--- src/design/stereo_adc_oversample_peak_meter_unit_macros.svh ---
// ----------------------------------------------------------------------------
// stereo adc oversample peak meter assertion macros
// concurrent checks that drop out when SYNTH is defined
// ----------------------------------------------------------------------------
`ifndef STEREO_ADC_OVERSAMPLE_PEAK_METER_UNIT_MACROS_SVH
`define STEREO_ADC_OVERSAMPLE_PEAK_METER_UNIT_MACROS_SVH

`ifndef SYNTH

// same-cycle implication
`define SOPM_ASSERT_IMP(label, clk, rst_n, ante, cons) \
  label: assert property (@(posedge clk) disable iff (!(rst_n)) (ante) |-> (cons)) \
    else $error("assertion failed");

// next-cycle implication
`define SOPM_ASSERT_NXT(label, clk, rst_n, ante, cons) \
  label: assert property (@(posedge clk) disable iff (!(rst_n)) (ante) |=> (cons)) \
    else $error("assertion failed");

`else

`define SOPM_ASSERT_IMP(label, clk, rst_n, ante, cons)
`define SOPM_ASSERT_NXT(label, clk, rst_n, ante, cons)

`endif

`endif

--- src/design/sopm_pkg.sv ---
// ----------------------------------------------------------------------------
// sopm_pkg
// types, constants and helpers for the stereo adc oversample peak meter
// ----------------------------------------------------------------------------
package sopm_pkg;

  localparam int FRAME_VALUES = 256;
  localparam int POS_W        = (FRAME_VALUES > 2) ? $clog2(FRAME_VALUES) : 1;

  localparam int FIFO_DEPTH   = 4;
  localparam int PTR_W        = 2;
  localparam int CNT_W        = 3;

  localparam logic [2:0] PH_FIRST_L = 3'd0;
  localparam logic [2:0] PH_FIRST_R = 3'd1;
  localparam logic [2:0] PH_LAST    = 3'd7;

  // floor(p / 273) == (p * 30728) >> 23 for p <= 32768
  localparam logic [14:0] LVL_RECIP = 15'd30728;
  localparam int          LVL_SHIFT = 23;

  typedef struct packed {
    logic [11:0] adc_sample;
    logic        peak_clear;
  } in_beat_t;

  typedef struct packed {
    logic signed [15:0] pcm_value;
    logic               channel;
    logic               frame_last;
    logic [31:0]        frame_number;
    logic [6:0]         level_left;
    logic [6:0]         level_right;
  } out_beat_t;

  function automatic logic [6:0] lvl_div(input logic [15:0] pk);
    logic [30:0] prod;
    prod = 31'(pk) * 31'(LVL_RECIP);
    return prod[LVL_SHIFT +: 7];
  endfunction

  function automatic logic [15:0] abs16(input logic [15:0] v);
    return v[15] ? 16'(~v + 16'd1) : v;
  endfunction

endpackage

--- src/design/stereo_adc_oversample_peak_meter_unit.sv ---
// ----------------------------------------------------------------------------
// stereo_adc_oversample_peak_meter_unit
// stereo adc front end: 4x oversampling or direct scaling, peak meter, framing
// ----------------------------------------------------------------------------
// Takes one adc conversion beat per cycle, sustained, in either mode. A beat
// is captured in an input register, processed from there once the result
// queue has room, and its results are written into a four-entry result
// queue. Direct mode gives one result per beat; oversampling mode gives
// nothing for seven beats and then left and right on the eighth. The input
// side stalls only when the result queue cannot take two more results.
// Levels reflect the peak holds after each result.
`include "stereo_adc_oversample_peak_meter_unit_macros.svh"

module stereo_adc_oversample_peak_meter_unit (
  input  logic                  clk,
  input  logic                  rst_n,
  input  logic                  cfg_valid,
  output logic                  cfg_ready,
  input  logic                  cfg_data,
  input  logic                  in_valid,
  output logic                  in_ready,
  input  sopm_pkg::in_beat_t    in_data,
  output logic                  out_valid,
  input  logic                  out_ready,
  output sopm_pkg::out_beat_t   out_data
);

  logic                         os_r;
  logic                         in_vld_r, in_vld_nxt;
  sopm_pkg::in_beat_t           in_r;

  logic [2:0]                   phase_r, phase_nxt;
  logic [13:0]                  ls_r, ls_nxt, rs_r, rs_nxt;
  logic [sopm_pkg::POS_W-1:0]   pos_r, pos_a, pos_b;
  logic [31:0]                  fc_r, fc_a, fc_b;
  logic [15:0]                  pl_r, pr_r, pl0, pr0, pl_a, pr_a, pr_b;

  sopm_pkg::out_beat_t          fifo_r [sopm_pkg::FIFO_DEPTH];
  logic [sopm_pkg::PTR_W-1:0]   wr_ptr_r, rd_ptr_r;
  logic [sopm_pkg::CNT_W-1:0]   cnt_r, cnt_nxt;

  logic                         space_ok, fire, emit0, emit1, pop;
  logic                         ch0, last0, last1;
  logic [13:0]                  x14;
  logic [15:0]                  v_left, v_right, v_dir, v0, mag0, mag1;
  sopm_pkg::out_beat_t          res0, res1;

  assign cfg_ready = 1'b1;

  // queue must hold two more results before a beat leaves the input register
  assign space_ok  = cnt_r <= sopm_pkg::CNT_W'(sopm_pkg::FIFO_DEPTH - 2);
  assign fire      = in_vld_r && space_ok;
  assign in_ready  = !in_vld_r || space_ok;
  assign in_vld_nxt = (in_valid && in_ready) ? 1'b1 : (fire ? 1'b0 : in_vld_r);

  assign emit0 = fire && (!os_r || phase_r == sopm_pkg::PH_LAST);
  assign emit1 = fire && os_r && phase_r == sopm_pkg::PH_LAST;

  assign x14 = {2'b00, in_r.adc_sample};

  // accumulators
  always_comb begin
    ls_nxt = ls_r;
    rs_nxt = rs_r;
    if (os_r) begin
      if (phase_r == sopm_pkg::PH_FIRST_L) begin
        ls_nxt = x14;
      end else if (phase_r == sopm_pkg::PH_FIRST_R) begin
        rs_nxt = x14;
      end else if (!phase_r[0]) begin
        ls_nxt = ls_r + x14;
      end else begin
        rs_nxt = rs_r + x14;
      end
    end
  end

  assign phase_nxt = phase_r + 3'd1;

  // centered and scaled values
  assign v_left  = {~ls_nxt[13], ls_nxt[12:0], 2'b00};
  assign v_right = {~rs_nxt[13], rs_nxt[12:0], 2'b00};
  assign v_dir   = {{2{~in_r.adc_sample[11]}}, in_r.adc_sample[10:0], 3'b000};
  assign v0      = os_r ? v_left : v_dir;
  assign ch0     = os_r ? 1'b0 : phase_r[0];

  assign mag0 = sopm_pkg::abs16(v0);
  assign mag1 = sopm_pkg::abs16(v_right);

  // peak holds
  assign pl0  = in_r.peak_clear ? 16'd0 : pl_r;
  assign pr0  = in_r.peak_clear ? 16'd0 : pr_r;
  assign pl_a = (emit0 && !ch0 && mag0 > pl0) ? mag0 : pl0;
  assign pr_a = (emit0 &&  ch0 && mag0 > pr0) ? mag0 : pr0;
  assign pr_b = (emit1 && mag1 > pr_a) ? mag1 : pr_a;

  // framing
  assign last0 = pos_r == sopm_pkg::POS_W'(sopm_pkg::FRAME_VALUES - 1);
  assign pos_a = !emit0 ? pos_r : (last0 ? '0 : pos_r + sopm_pkg::POS_W'(1));
  assign fc_a  = fc_r + 32'(emit0 && last0);
  assign last1 = pos_a == sopm_pkg::POS_W'(sopm_pkg::FRAME_VALUES - 1);
  assign pos_b = !emit1 ? pos_a : (last1 ? '0 : pos_a + sopm_pkg::POS_W'(1));
  assign fc_b  = fc_a + 32'(emit1 && last1);

  always_comb begin
    res0.pcm_value    = v0;
    res0.channel      = ch0;
    res0.frame_last   = last0;
    res0.frame_number = fc_a;
    res0.level_left   = sopm_pkg::lvl_div(pl_a);
    res0.level_right  = sopm_pkg::lvl_div(pr_a);
    res1.pcm_value    = v_right;
    res1.channel      = 1'b1;
    res1.frame_last   = last1;
    res1.frame_number = fc_b;
    res1.level_left   = sopm_pkg::lvl_div(pl_a);
    res1.level_right  = sopm_pkg::lvl_div(pr_b);
  end

  // result queue
  assign out_valid = cnt_r != '0;
  assign out_data  = fifo_r[rd_ptr_r];
  assign pop       = out_valid && out_ready;
  assign cnt_nxt   = cnt_r + sopm_pkg::CNT_W'(emit0) + sopm_pkg::CNT_W'(emit1)
                     - sopm_pkg::CNT_W'(pop);

  always_ff @(posedge clk) begin
    if (in_valid && in_ready) begin
      in_r <= in_data;
    end
    if (emit0) begin
      fifo_r[wr_ptr_r] <= res0;
    end
    if (emit1) begin
      fifo_r[wr_ptr_r + sopm_pkg::PTR_W'(1)] <= res1;
    end
  end

  always_ff @(posedge clk) begin
    if (!rst_n) begin
      os_r     <= 1'b1;
      in_vld_r <= 1'b0;
      phase_r  <= '0;
      ls_r     <= '0;
      rs_r     <= '0;
      pos_r    <= '0;
      fc_r     <= '0;
      pl_r     <= '0;
      pr_r     <= '0;
      wr_ptr_r <= '0;
      rd_ptr_r <= '0;
      cnt_r    <= '0;
    end else begin
      if (cfg_valid && cfg_ready) begin
        os_r <= cfg_data;
      end
      in_vld_r <= in_vld_nxt;
      if (fire) begin
        phase_r <= phase_nxt;
        ls_r    <= ls_nxt;
        rs_r    <= rs_nxt;
        pos_r   <= pos_b;
        fc_r    <= fc_b;
        pl_r    <= pl_a;
        pr_r    <= pr_b;
      end
      wr_ptr_r <= wr_ptr_r + sopm_pkg::PTR_W'(emit0) + sopm_pkg::PTR_W'(emit1);
      rd_ptr_r <= rd_ptr_r + sopm_pkg::PTR_W'(pop);
      cnt_r    <= cnt_nxt;
    end
  end

  // checks
  `SOPM_ASSERT_IMP(a_cnt_range, clk, rst_n, 1'b1, cnt_r <= sopm_pkg::CNT_W'(sopm_pkg::FIFO_DEPTH))
  `SOPM_ASSERT_IMP(a_ptr_match, clk, rst_n, 1'b1, (wr_ptr_r - rd_ptr_r) == cnt_r[sopm_pkg::PTR_W-1:0])
  `SOPM_ASSERT_IMP(a_pair_phase, clk, rst_n, emit1, os_r && phase_r == sopm_pkg::PH_LAST)
  `SOPM_ASSERT_NXT(a_peak_hold_l, clk, rst_n, fire && !in_r.peak_clear, pl_r >= $past(pl_r))
  `SOPM_ASSERT_NXT(a_peak_hold_r, clk, rst_n, fire && !in_r.peak_clear, pr_r >= $past(pr_r))

endmodule

--- config.mk ---
export PLATFORM = sky130hd
export DESIGN_NAME = stereo_adc_oversample_peak_meter_unit
export DESIGN_NICKNAME = d
export VERILOG_FILES = /design/src/design/sopm_pkg.sv /design/src/design/stereo_adc_oversample_peak_meter_unit.sv
export VERILOG_INCLUDE_DIRS = /design/src /design/src/design
export SDC_FILE = /design/constraint.sdc
export NUM_CORES = 1
export LEC_CHECK = 0
export BUFFER_PORTS_ARGS = -buffer_cell sky130_fd_sc_hd__buf_2
export CORE_ASPECT_RATIO = 0.7
export CORE_MARGIN = 3
export CORE_UTILIZATION = 42
export CTS_CLUSTER_SIZE = 28
export DETAILED_ROUTE_END_ITERATION = 6
export PLACE_DENSITY_LB_ADDON = 0.05
export SLEW_MARGIN = 20
export SYNTH_ARGS = -nofsm -noshare
export SYNTH_HDL_FRONTEND = slang
export SYNTH_SLANG_ARGS = --single-unit
--- constraint.sdc ---
create_clock -name clk -period 22.9 [get_ports clk]
set_input_delay 4.58 -clock clk [delete_from_list [all_inputs] [get_ports clk]]
set_output_delay 4.58 -clock clk [all_outputs]
set_load 0.05 [all_outputs]
==> results_dict.tcl, run 1 <==
set metrics [dict create \
    outcome "finished, final reports clean" \
    grt_antenna_before_repair 1 \
    final_cell_area_mm2 0.0306 \
    yosys_register_bits 373 \
    type_of_the_worst_setup_path "reg2reg" \
    core_mm2 0.0653 \
    critical_path.top_delay_family "compound AO/OA/AOI/OAI gates" \
    met3RoutedLength_mm 6.80 \
    layout-drive-gt1-share_pct 11.3 \
    post_layout_nonfiller_instances 3711 \
    fraction_of_registers_with_async_set_or_reset_after_synthesis_pct 0 \
    syn-instance-count 2779 \
    synth_seq_area_share_pct 35.9 \
    ant_nets 0 \
    clock_tree.root_cell "sky130_fd_sc_hd__clkbuf_16" \
    synth-edff-count 257 \
    rows 78 \
    maxClockFrequency_mhz 63.4 \
    avg_vias_per_cell 5.88 \
    max_slew_margin_pct 22.8 \
    totalNegativeSetupSlack_ns 0 \
    n_antenna_cell 0 \
    m1WireLength_mm 42.5 \
    grt_pass1_wl_mm 131 \
    yosysWarningCount 0 \
    critical_path.endpoint_type "flip-flop" \
    dieHeight_um 222 \
    clk_pin_slew_ns 0.06 \
    cp_max_fo 23 \
    power.static_leakage_nw 12.8 \
    timing.critical_path.required_ns 23.23 \
    route.detailed.wl_per_inst_um 23.0 \
    timing.hold.ws_ns 0.466 \
    vdd_ir_drop_max_uv 49.1 \
    number_of_clock_buffers_inserted_by_tritoncts 41 \
    fp.dieW_um 314 \
    top_layer_used "met4" \
    gr-total-overflow 0 \
    detailedRoute.firstIterationViolations 2009 \
    grt_usage_pct 24.3 \
    min_tclk_post_route_ns 15.77 \
    io_pins 86 \
    grt_max_degree 93 \
    cpMaxStageDelayCell "sky130_fd_sc_hd__a211oi_2" \
    gp_routability_congestion 0.911 \
    clock_tree_from_tritoncts "done" \
    finalSetupViolCount 0 \
    floorplan.die_area_mm2 0.0698 \
    ys_dominant_reg_cell "sky130_fd_sc_hd__edfxtp_1" \
    mostFrequentLayoutCells "sky130_fd_sc_hd__ha_1 (276), sky130_fd_sc_hd__edfxtp_1 (257), sky130_fd_sc_hd__nand2_1 (221)" \
    drc 0 \
    postRouteWirelength_mm 85.4 \
    vias 21800 \
    maxCapViolations 0 \
    cts_max_level 2 \
    drt_first_pass_iters 6 \
    avgSynthCellArea_um2 10.1 \
    report.final.slew_viol_count 0 \
    effective_utilization_at_floorplan_pct 42.8 \
    rsz0062_at_grt "false" \
    io_buffer_count 82 \
    critical_path_buf_inv_count 8 \
    cts-root-to-sink-buffers 3 \
    post_route_fraction_of_the_period_consumed_by_the_critical_path_pct 68.9 \
    mostFrequentLayoutCell "sky130_fd_sc_hd__ha_1" \
    dp.cells 3636 \
    cts_post_setup_buffers_inserted 0 \
    met2_wirelength_mm 34.5 \
    cts.sinks 373 \
    cts-hold-fix-buffers 0 \
    worstSkewPairLatency_ns 0.60 \
    startpoint_type_of_the_worst_setup_path "flip-flop" \
    syn_to_final_growth_pct 9.28 \
    path_common_cell "sky130_fd_sc_hd__ha_1" \
    cts.repair.resized 0 \
    netlist-cell-type-count 85 \
    max_slew.worst_pin.slew_ns 1.16 \
    hold_violations 0 \
    worstHoldPathType "reg2reg" \
    dp_hpwl_mm 59.9 \
    crit_arrival_ns 16.10 \
    grt_pass1_vias 21200 \
    final_net_count 3183 \
    final_core_util_pct 46.8 \
    setup_skew_ns 0.0306 \
    total_placed_instance_area_mm2 0.0293 \
    power-per-cell-area_mw_per_mm2 82.2 \
    slowest_delay_ns 0.71 \
    netlist_area_pre_place_mm2 0.0280 \
    nFillCells 6140 \
]
[layer usage]
metal  track usage (%)  up-vias
met3              4.91      106
met5                 0        -
li1                  -    10200
met4              4.95        0
met1              38.3    10700
met2              34.2      795
[cells in the mapped netlist, types with 14 or more instances]
library cell                 n  area, um2
sky130_fd_sc_hd__mux2_2     15        169
sky130_fd_sc_hd__o21ai_0   132        661
sky130_fd_sc_hd__nand3_1    64        320
sky130_fd_sc_hd__a21boi_0   23        173
sky130_fd_sc_hd__and3_1     22        138
sky130_fd_sc_hd__a21o_1     29        218
sky130_fd_sc_hd__ha_1      276       3450
sky130_fd_sc_hd__nand2b_1   50        313
sky130_fd_sc_hd__nand4_1    14       87.6
sky130_fd_sc_hd__buf_1      16       60.1
sky130_fd_sc_hd__xor2_1     60        526
sky130_fd_sc_hd__nand2_1   224        841
sky130_fd_sc_hd__a22o_1     14        123
sky130_fd_sc_hd__edfxtp_1  257       7720
sky130_fd_sc_hd__xnor2_1   105        920
sky130_fd_sc_hd__mux4_2     62       1400
sky130_fd_sc_hd__a31oi_1    19        119
sky130_fd_sc_hd__nor2_1    150        563
sky130_fd_sc_hd__o21ai_1    15       75.1
sky130_fd_sc_hd__inv_1     200        751
sky130_fd_sc_hd__clkbuf_1  122        458
sky130_fd_sc_hd__fa_1       89       1780
sky130_fd_sc_hd__a21oi_1   152        761
sky130_fd_sc_hd__and2_1     66        413
sky130_fd_sc_hd__nor2b_1    20        125
sky130_fd_sc_hd__or3_1      32        200
sky130_fd_sc_hd__nor3_1     36        180
sky130_fd_sc_hd__o211a_1    22        220
sky130_fd_sc_hd__o22ai_1   179       1120
sky130_fd_sc_hd__dfxtp_1   116       2320
[final cells by class]
cell class	instances	area, um2	area share, %
Clock inverter	23	176	0.577
Clock buffer	52	1100	3.59
Timing Repair Buffer	130	777	2.54
Inverter	203	762	2.49
Tap cell	880	1100	3.60
Multi-Input combinational cell	2050	16600	54.3
Sequential cell	373	10000	32.9
[kinds of logic (layout without fill, tap and decap cells)]
| group | after synthesis | after routing | synth area share, % |
|---|---|---|---|
| xor+xnor | 172 | 172 | 5.68 |
| fa+ha+maj | 366 | 366 | 18.8 |
| buf+inv | 357 | 408 | 5.01 |
| flops | 373 | 373 | 35.9 |
| mux | 86 | 86 | 5.92 |
| other cells | 2 | 3 | 0.0269 |
| compound gates | 703 | 703 | 16.0 |
| simple gates | 720 | 720 | 12.7 |
[state kept, by name, summed over array words and instances (netlist names)]
name and flops:
in_vld_r 1, phase_r 3, pos_r 8, in_r 13
os_r 1, cnt_r 3, ls_r 14, wr_ptr_r 2
pl_r 16, fifo_r 248, rs_r 14, rd_ptr_r 2
pr_r 16, fc_r 32
[worst paths after layout]
path	endpoint	depth (start not counted)	start	slack, ns
max	fifo_r[2][6]	56	phase_r[0]	7.13
min	pr_r[6]	2	pr_r[6]	0.47
max reg2reg	fifo_r[2][6]	56	phase_r[0]	7.13
min reg2reg	pr_r[6]	2	pr_r[6]	0.47
[report_power, final]
part	internal [mW]	switching (mW)	leakage, nW
combinational	0.371	0.709	8.82
clock	0.355	0.297	0.622
sequential	0.740	0.0405	3.36
[per-stage QoR]
| step | worst slack [ns] | power [mW] |
|---|---|---|
| final | 7.13 | 2.51 |
| after global routing | 6.03 | 2.66 |
| after CTS | 7.40 | 2.53 |
| after detailed placement | 7.51 | 1.87 |
| after global placement | 7.82 | 1.85 |
| after floorplan | 9.71 | 1.56 |
[worst min-delay path: stages (launching register included)]
cell                       delay [ns]
sky130_fd_sc_hd__dfxtp_1         0.31
sky130_fd_sc_hd__nand2_1         0.05
sky130_fd_sc_hd__a21boi_0        0.06
No activity file was read; power rests on OpenSTA's default activity.
==> run 2, diff against run 1 <==
ABC_AREA = 1   (was unset)
clock period = 13.9 ns   (was 22.9 ns; I/O delays follow)
==> run 2 against run 1 <==
Cell count increased by 19%; clock-buffer cell count decreased by 1; first-iteration DRC count increased by 16%; hold slack improved by 0.027 ns; via count increased by 12%; critical path depth decreased by 9; sequential power increased by 74%; sequential share of layout area decreased by 0.40 points; synthesized cell count increased by 24%; clock power increased by 74%; clock skew decreased by 0.0021 ns.
==> results_dict.tcl, run 2 <==
set metrics [dict create \
    crit_arrival_ns 11.97 \
    cp_max_fo 23 \
    gr-total-overflow 0 \
    clk_pin_slew_ns 0.06 \
    dp.cells 4328 \
    finalSetupViolCount 0 \
    fraction_of_registers_with_async_set_or_reset_after_synthesis_pct 0 \
    core_mm2 0.0656 \
    totalNegativeSetupSlack_ns 0 \
    post_route_fraction_of_the_period_consumed_by_the_critical_path_pct 83.9 \
    ant_nets 0 \
    fp.dieW_um 316 \
    timing.hold.ws_ns 0.492 \
    clock_tree_from_tritoncts "done" \
    io_pins 86 \
    yosysWarningCount 0 \
    area_of_combinational_cells_with_multiple_inputs_mm2 0.0155 \
    synth-edff-count 257 \
    post_synth_most_frequent_cells "sky130_fd_sc_hd__inv_1 (552), sky130_fd_sc_hd__nand2_1 (495), sky130_fd_sc_hd__nor2_1 (319)" \
    detailedRoute.firstIterationViolations 2335 \
    yosys_register_bits 373 \
    synth_seq_area_share_pct 35.6 \
    yosysTopAreaCellShare_pct 27.4 \
    rows 78 \
    clock_tree.root_cell "sky130_fd_sc_hd__clkbuf_16" \
    busiest_layer "met1" \
    max_slew_margin_pct 27.2 \
    grt_usage_pct 25.9 \
    yosys.area.top_type "sky130_fd_sc_hd__edfxtp_1" \
    syn-instance-count 3452 \
    cts_max_level 2 \
    startpoint_type_of_the_worst_setup_path "flip-flop" \
    cts_post_setup_buffers_inserted 0 \
    floorplan.die_area_mm2 0.0704 \
    nFillCells 6492 \
    route.detailed.wl_per_inst_um 20.6 \
    outcome "finished, final reports clean" \
    grt_use_met1_pct 40.7 \
    post_layout_nonfiller_instances 4405 \
    cts.repair.resized 0 \
    critical_path.top_delay_family "simple AND/OR/NAND/NOR gates" \
    max_slew.worst_pin.slew_ns 1.09 \
    cts-hold-fix-buffers 0 \
    power.static_leakage_nw 14.4 \
    number_of_flip_flops_under_the_largest_register_name 248 \
    type_of_the_worst_setup_path "reg2reg" \
    postRouteWirelength_mm 90.8 \
    final_net_count 3876 \
    report.final.slew_viol_count 0 \
    effective_utilization_at_floorplan_pct 43.0 \
    dieHeight_um 223 \
    setup_skew_ns 0.0285 \
    post-place-ws_ns 2.42 \
    dp_hpwl_mm 64.2 \
    leading_cell_type_by_number_of_instances_after_synthesis "sky130_fd_sc_hd__inv_1" \
    ys_top_cells_by_area "sky130_fd_sc_hd__edfxtp_1 (27%), sky130_fd_sc_hd__ha_1 (12%), sky130_fd_sc_hd__dfxtp_1 (8.2%)" \
    rsz0062_at_grt "false" \
    grt_util_met2_pct 37.6 \
    grt_pass1_vias 24000 \
    timing.critical_path.required_ns 14.22 \
    grt_pass1_wl_mm 142 \
    maxCapViolations 0 \
    hold_violations 0 \
    io_buffer_count 82 \
    cts.sinks 373 \
    min_tclk_post_route_ns 11.66 \
    ys_dominant_reg_cell "sky130_fd_sc_hd__edfxtp_1" \
    drt_first_pass_iters 5 \
    critical_path.endpoint_type "flip-flop" \
    vias 24500 \
    slowest_delay_ns 0.86 \
    critical_path_buf_inv_count 8 \
    layout.area.seq_mm2 0.0100 \
    netlist_area_pre_place_mm2 0.0282 \
    biggest_register "fifo_r" \
    drc 0 \
    grt_max_degree 87 \
    gp_routability_congestion 0.921 \
    worstHoldPathType "reg2reg" \
    avgSynthCellArea_um2 8.17 \
    layout-drive-gt1-share_pct 8.03 \
    number_of_clock_buffers_inserted_by_tritoncts 41 \
    vdd_ir_drop_max_uv 104 \
    cts-root-to-sink-buffers 3 \
    maxClockFrequency_mhz 85.8 \
    avg_vias_per_cell 5.57 \
    netlist-cell-type-count 55 \
    mostFrequentLayoutCell "sky130_fd_sc_hd__inv_1" \
    syn_to_final_growth_pct 9.63 \
    layout_top_registers "fifo_r (248), fc_r (32)" \
    mostFrequentLayoutCells "sky130_fd_sc_hd__inv_1 (542), sky130_fd_sc_hd__nand2_1 (493), sky130_fd_sc_hd__nor2_1 (318)" \
    power-per-cell-area_mw_per_mm2 171 \
    grt.met3_usage_pct 3.70 \
    worstSkewPairLatency_ns 0.58 \
    grt_antenna_before_repair 2 \
    n_antenna_cell 0 \
    timing.final.ws_setup_ns 2.24 \
    cpMaxStageDelayCell "sky130_fd_sc_hd__dfxtp_1" \
]
run 2: changes by cell type after synthesis, moves of 32 or more:
| cell | change |
|---|---|
| sky130_fd_sc_hd__inv_1 | +352 |
| sky130_fd_sc_hd__nand2_1 | +271 |
| sky130_fd_sc_hd__nor2_1 | +169 |
| sky130_fd_sc_hd__o21ai_0 | +144 |
| sky130_fd_sc_hd__nand3_1 | +106 |
| sky130_fd_sc_hd__xnor2_1 | -81 |
| sky130_fd_sc_hd__o22ai_1 | +71 |
| sky130_fd_sc_hd__and2_1 | -63 |
| sky130_fd_sc_hd__mux4_2 | -62 |
| sky130_fd_sc_hd__nand2b_1 | -50 |
| sky130_fd_sc_hd__xor2_1 | +32 |
run 2: per-stage QoR:
stage	util, %	power [mW]	cell area (um2)
global placement	45.0	4.10	29500
detailed placement	45.0	4.13	29500
floorplan	-	3.32	28200
finish	47.2	5.27	30900
CTS	47.1	5.29	30900
global route	47.2	5.71	30900
run 2: cell families (layout without fill, tap and decap cells):
kind of cell	count (synthesis)	after routing	share of synthesized area, %
AOI/OAI and AO/OA	767	767	15.5
xor gates and xnor gates	116	116	3.60
adders and majority gates	365	365	18.6
buffers and inverters	703	775	9.59
DFF	373	373	35.6
other	2	3	0.0266
and+or+nand+nor	1126	1126	17.2
run 2: path summary, 6_finish.rpt:
kind                   end  slack [ns]  cells after the start     startpoint
max           fifo_r[2][6]        2.24                     47           os_r
min          fifo_r[2][47]        0.49                      2  fifo_r[2][47]
max reg2reg   fifo_r[2][6]        2.24                     47           os_r
min reg2reg  fifo_r[2][47]        0.49                      2  fifo_r[2][47]
run 2: cell type report:
type	instances	share of cell area [%]
Clock buffer	51	3.60
Clock inverter	25	0.809
Inverter	569	6.91
Multi-Input combinational cell	2377	50.1
Sequential cell	373	32.5
Tap cell	880	3.56
Timing Repair Buffer	130	2.56
run 2: worst register-to-register path, delay by kind of cell, from the launching register on:
| family | cells | cell delay (ns) |
|---|---|---|
| compound gates | 7 | 2.29 |
| buf+inv | 8 | 1.49 |
| simple gates | 23 | 3.40 |
| fa+ha+maj | 8 | 3.00 |
| flops | 1 | 0.86 |
| xor+xnor | 1 | 0.34 |
run 2: routing by layer:
metal	up-vias	wire, um
met5	-	27
met4	4	1170
met3	84	6480
met2	820	37700
met1	11800	45400
li1	11800	-
run 2: report_power, final:
part	internal (mW)	switching (mW)	total, mW
clock network	0.634	0.497	1.13
registers	1.27	0.0934	1.36
logic	0.808	1.98	2.78
total	2.71	2.57	5.27
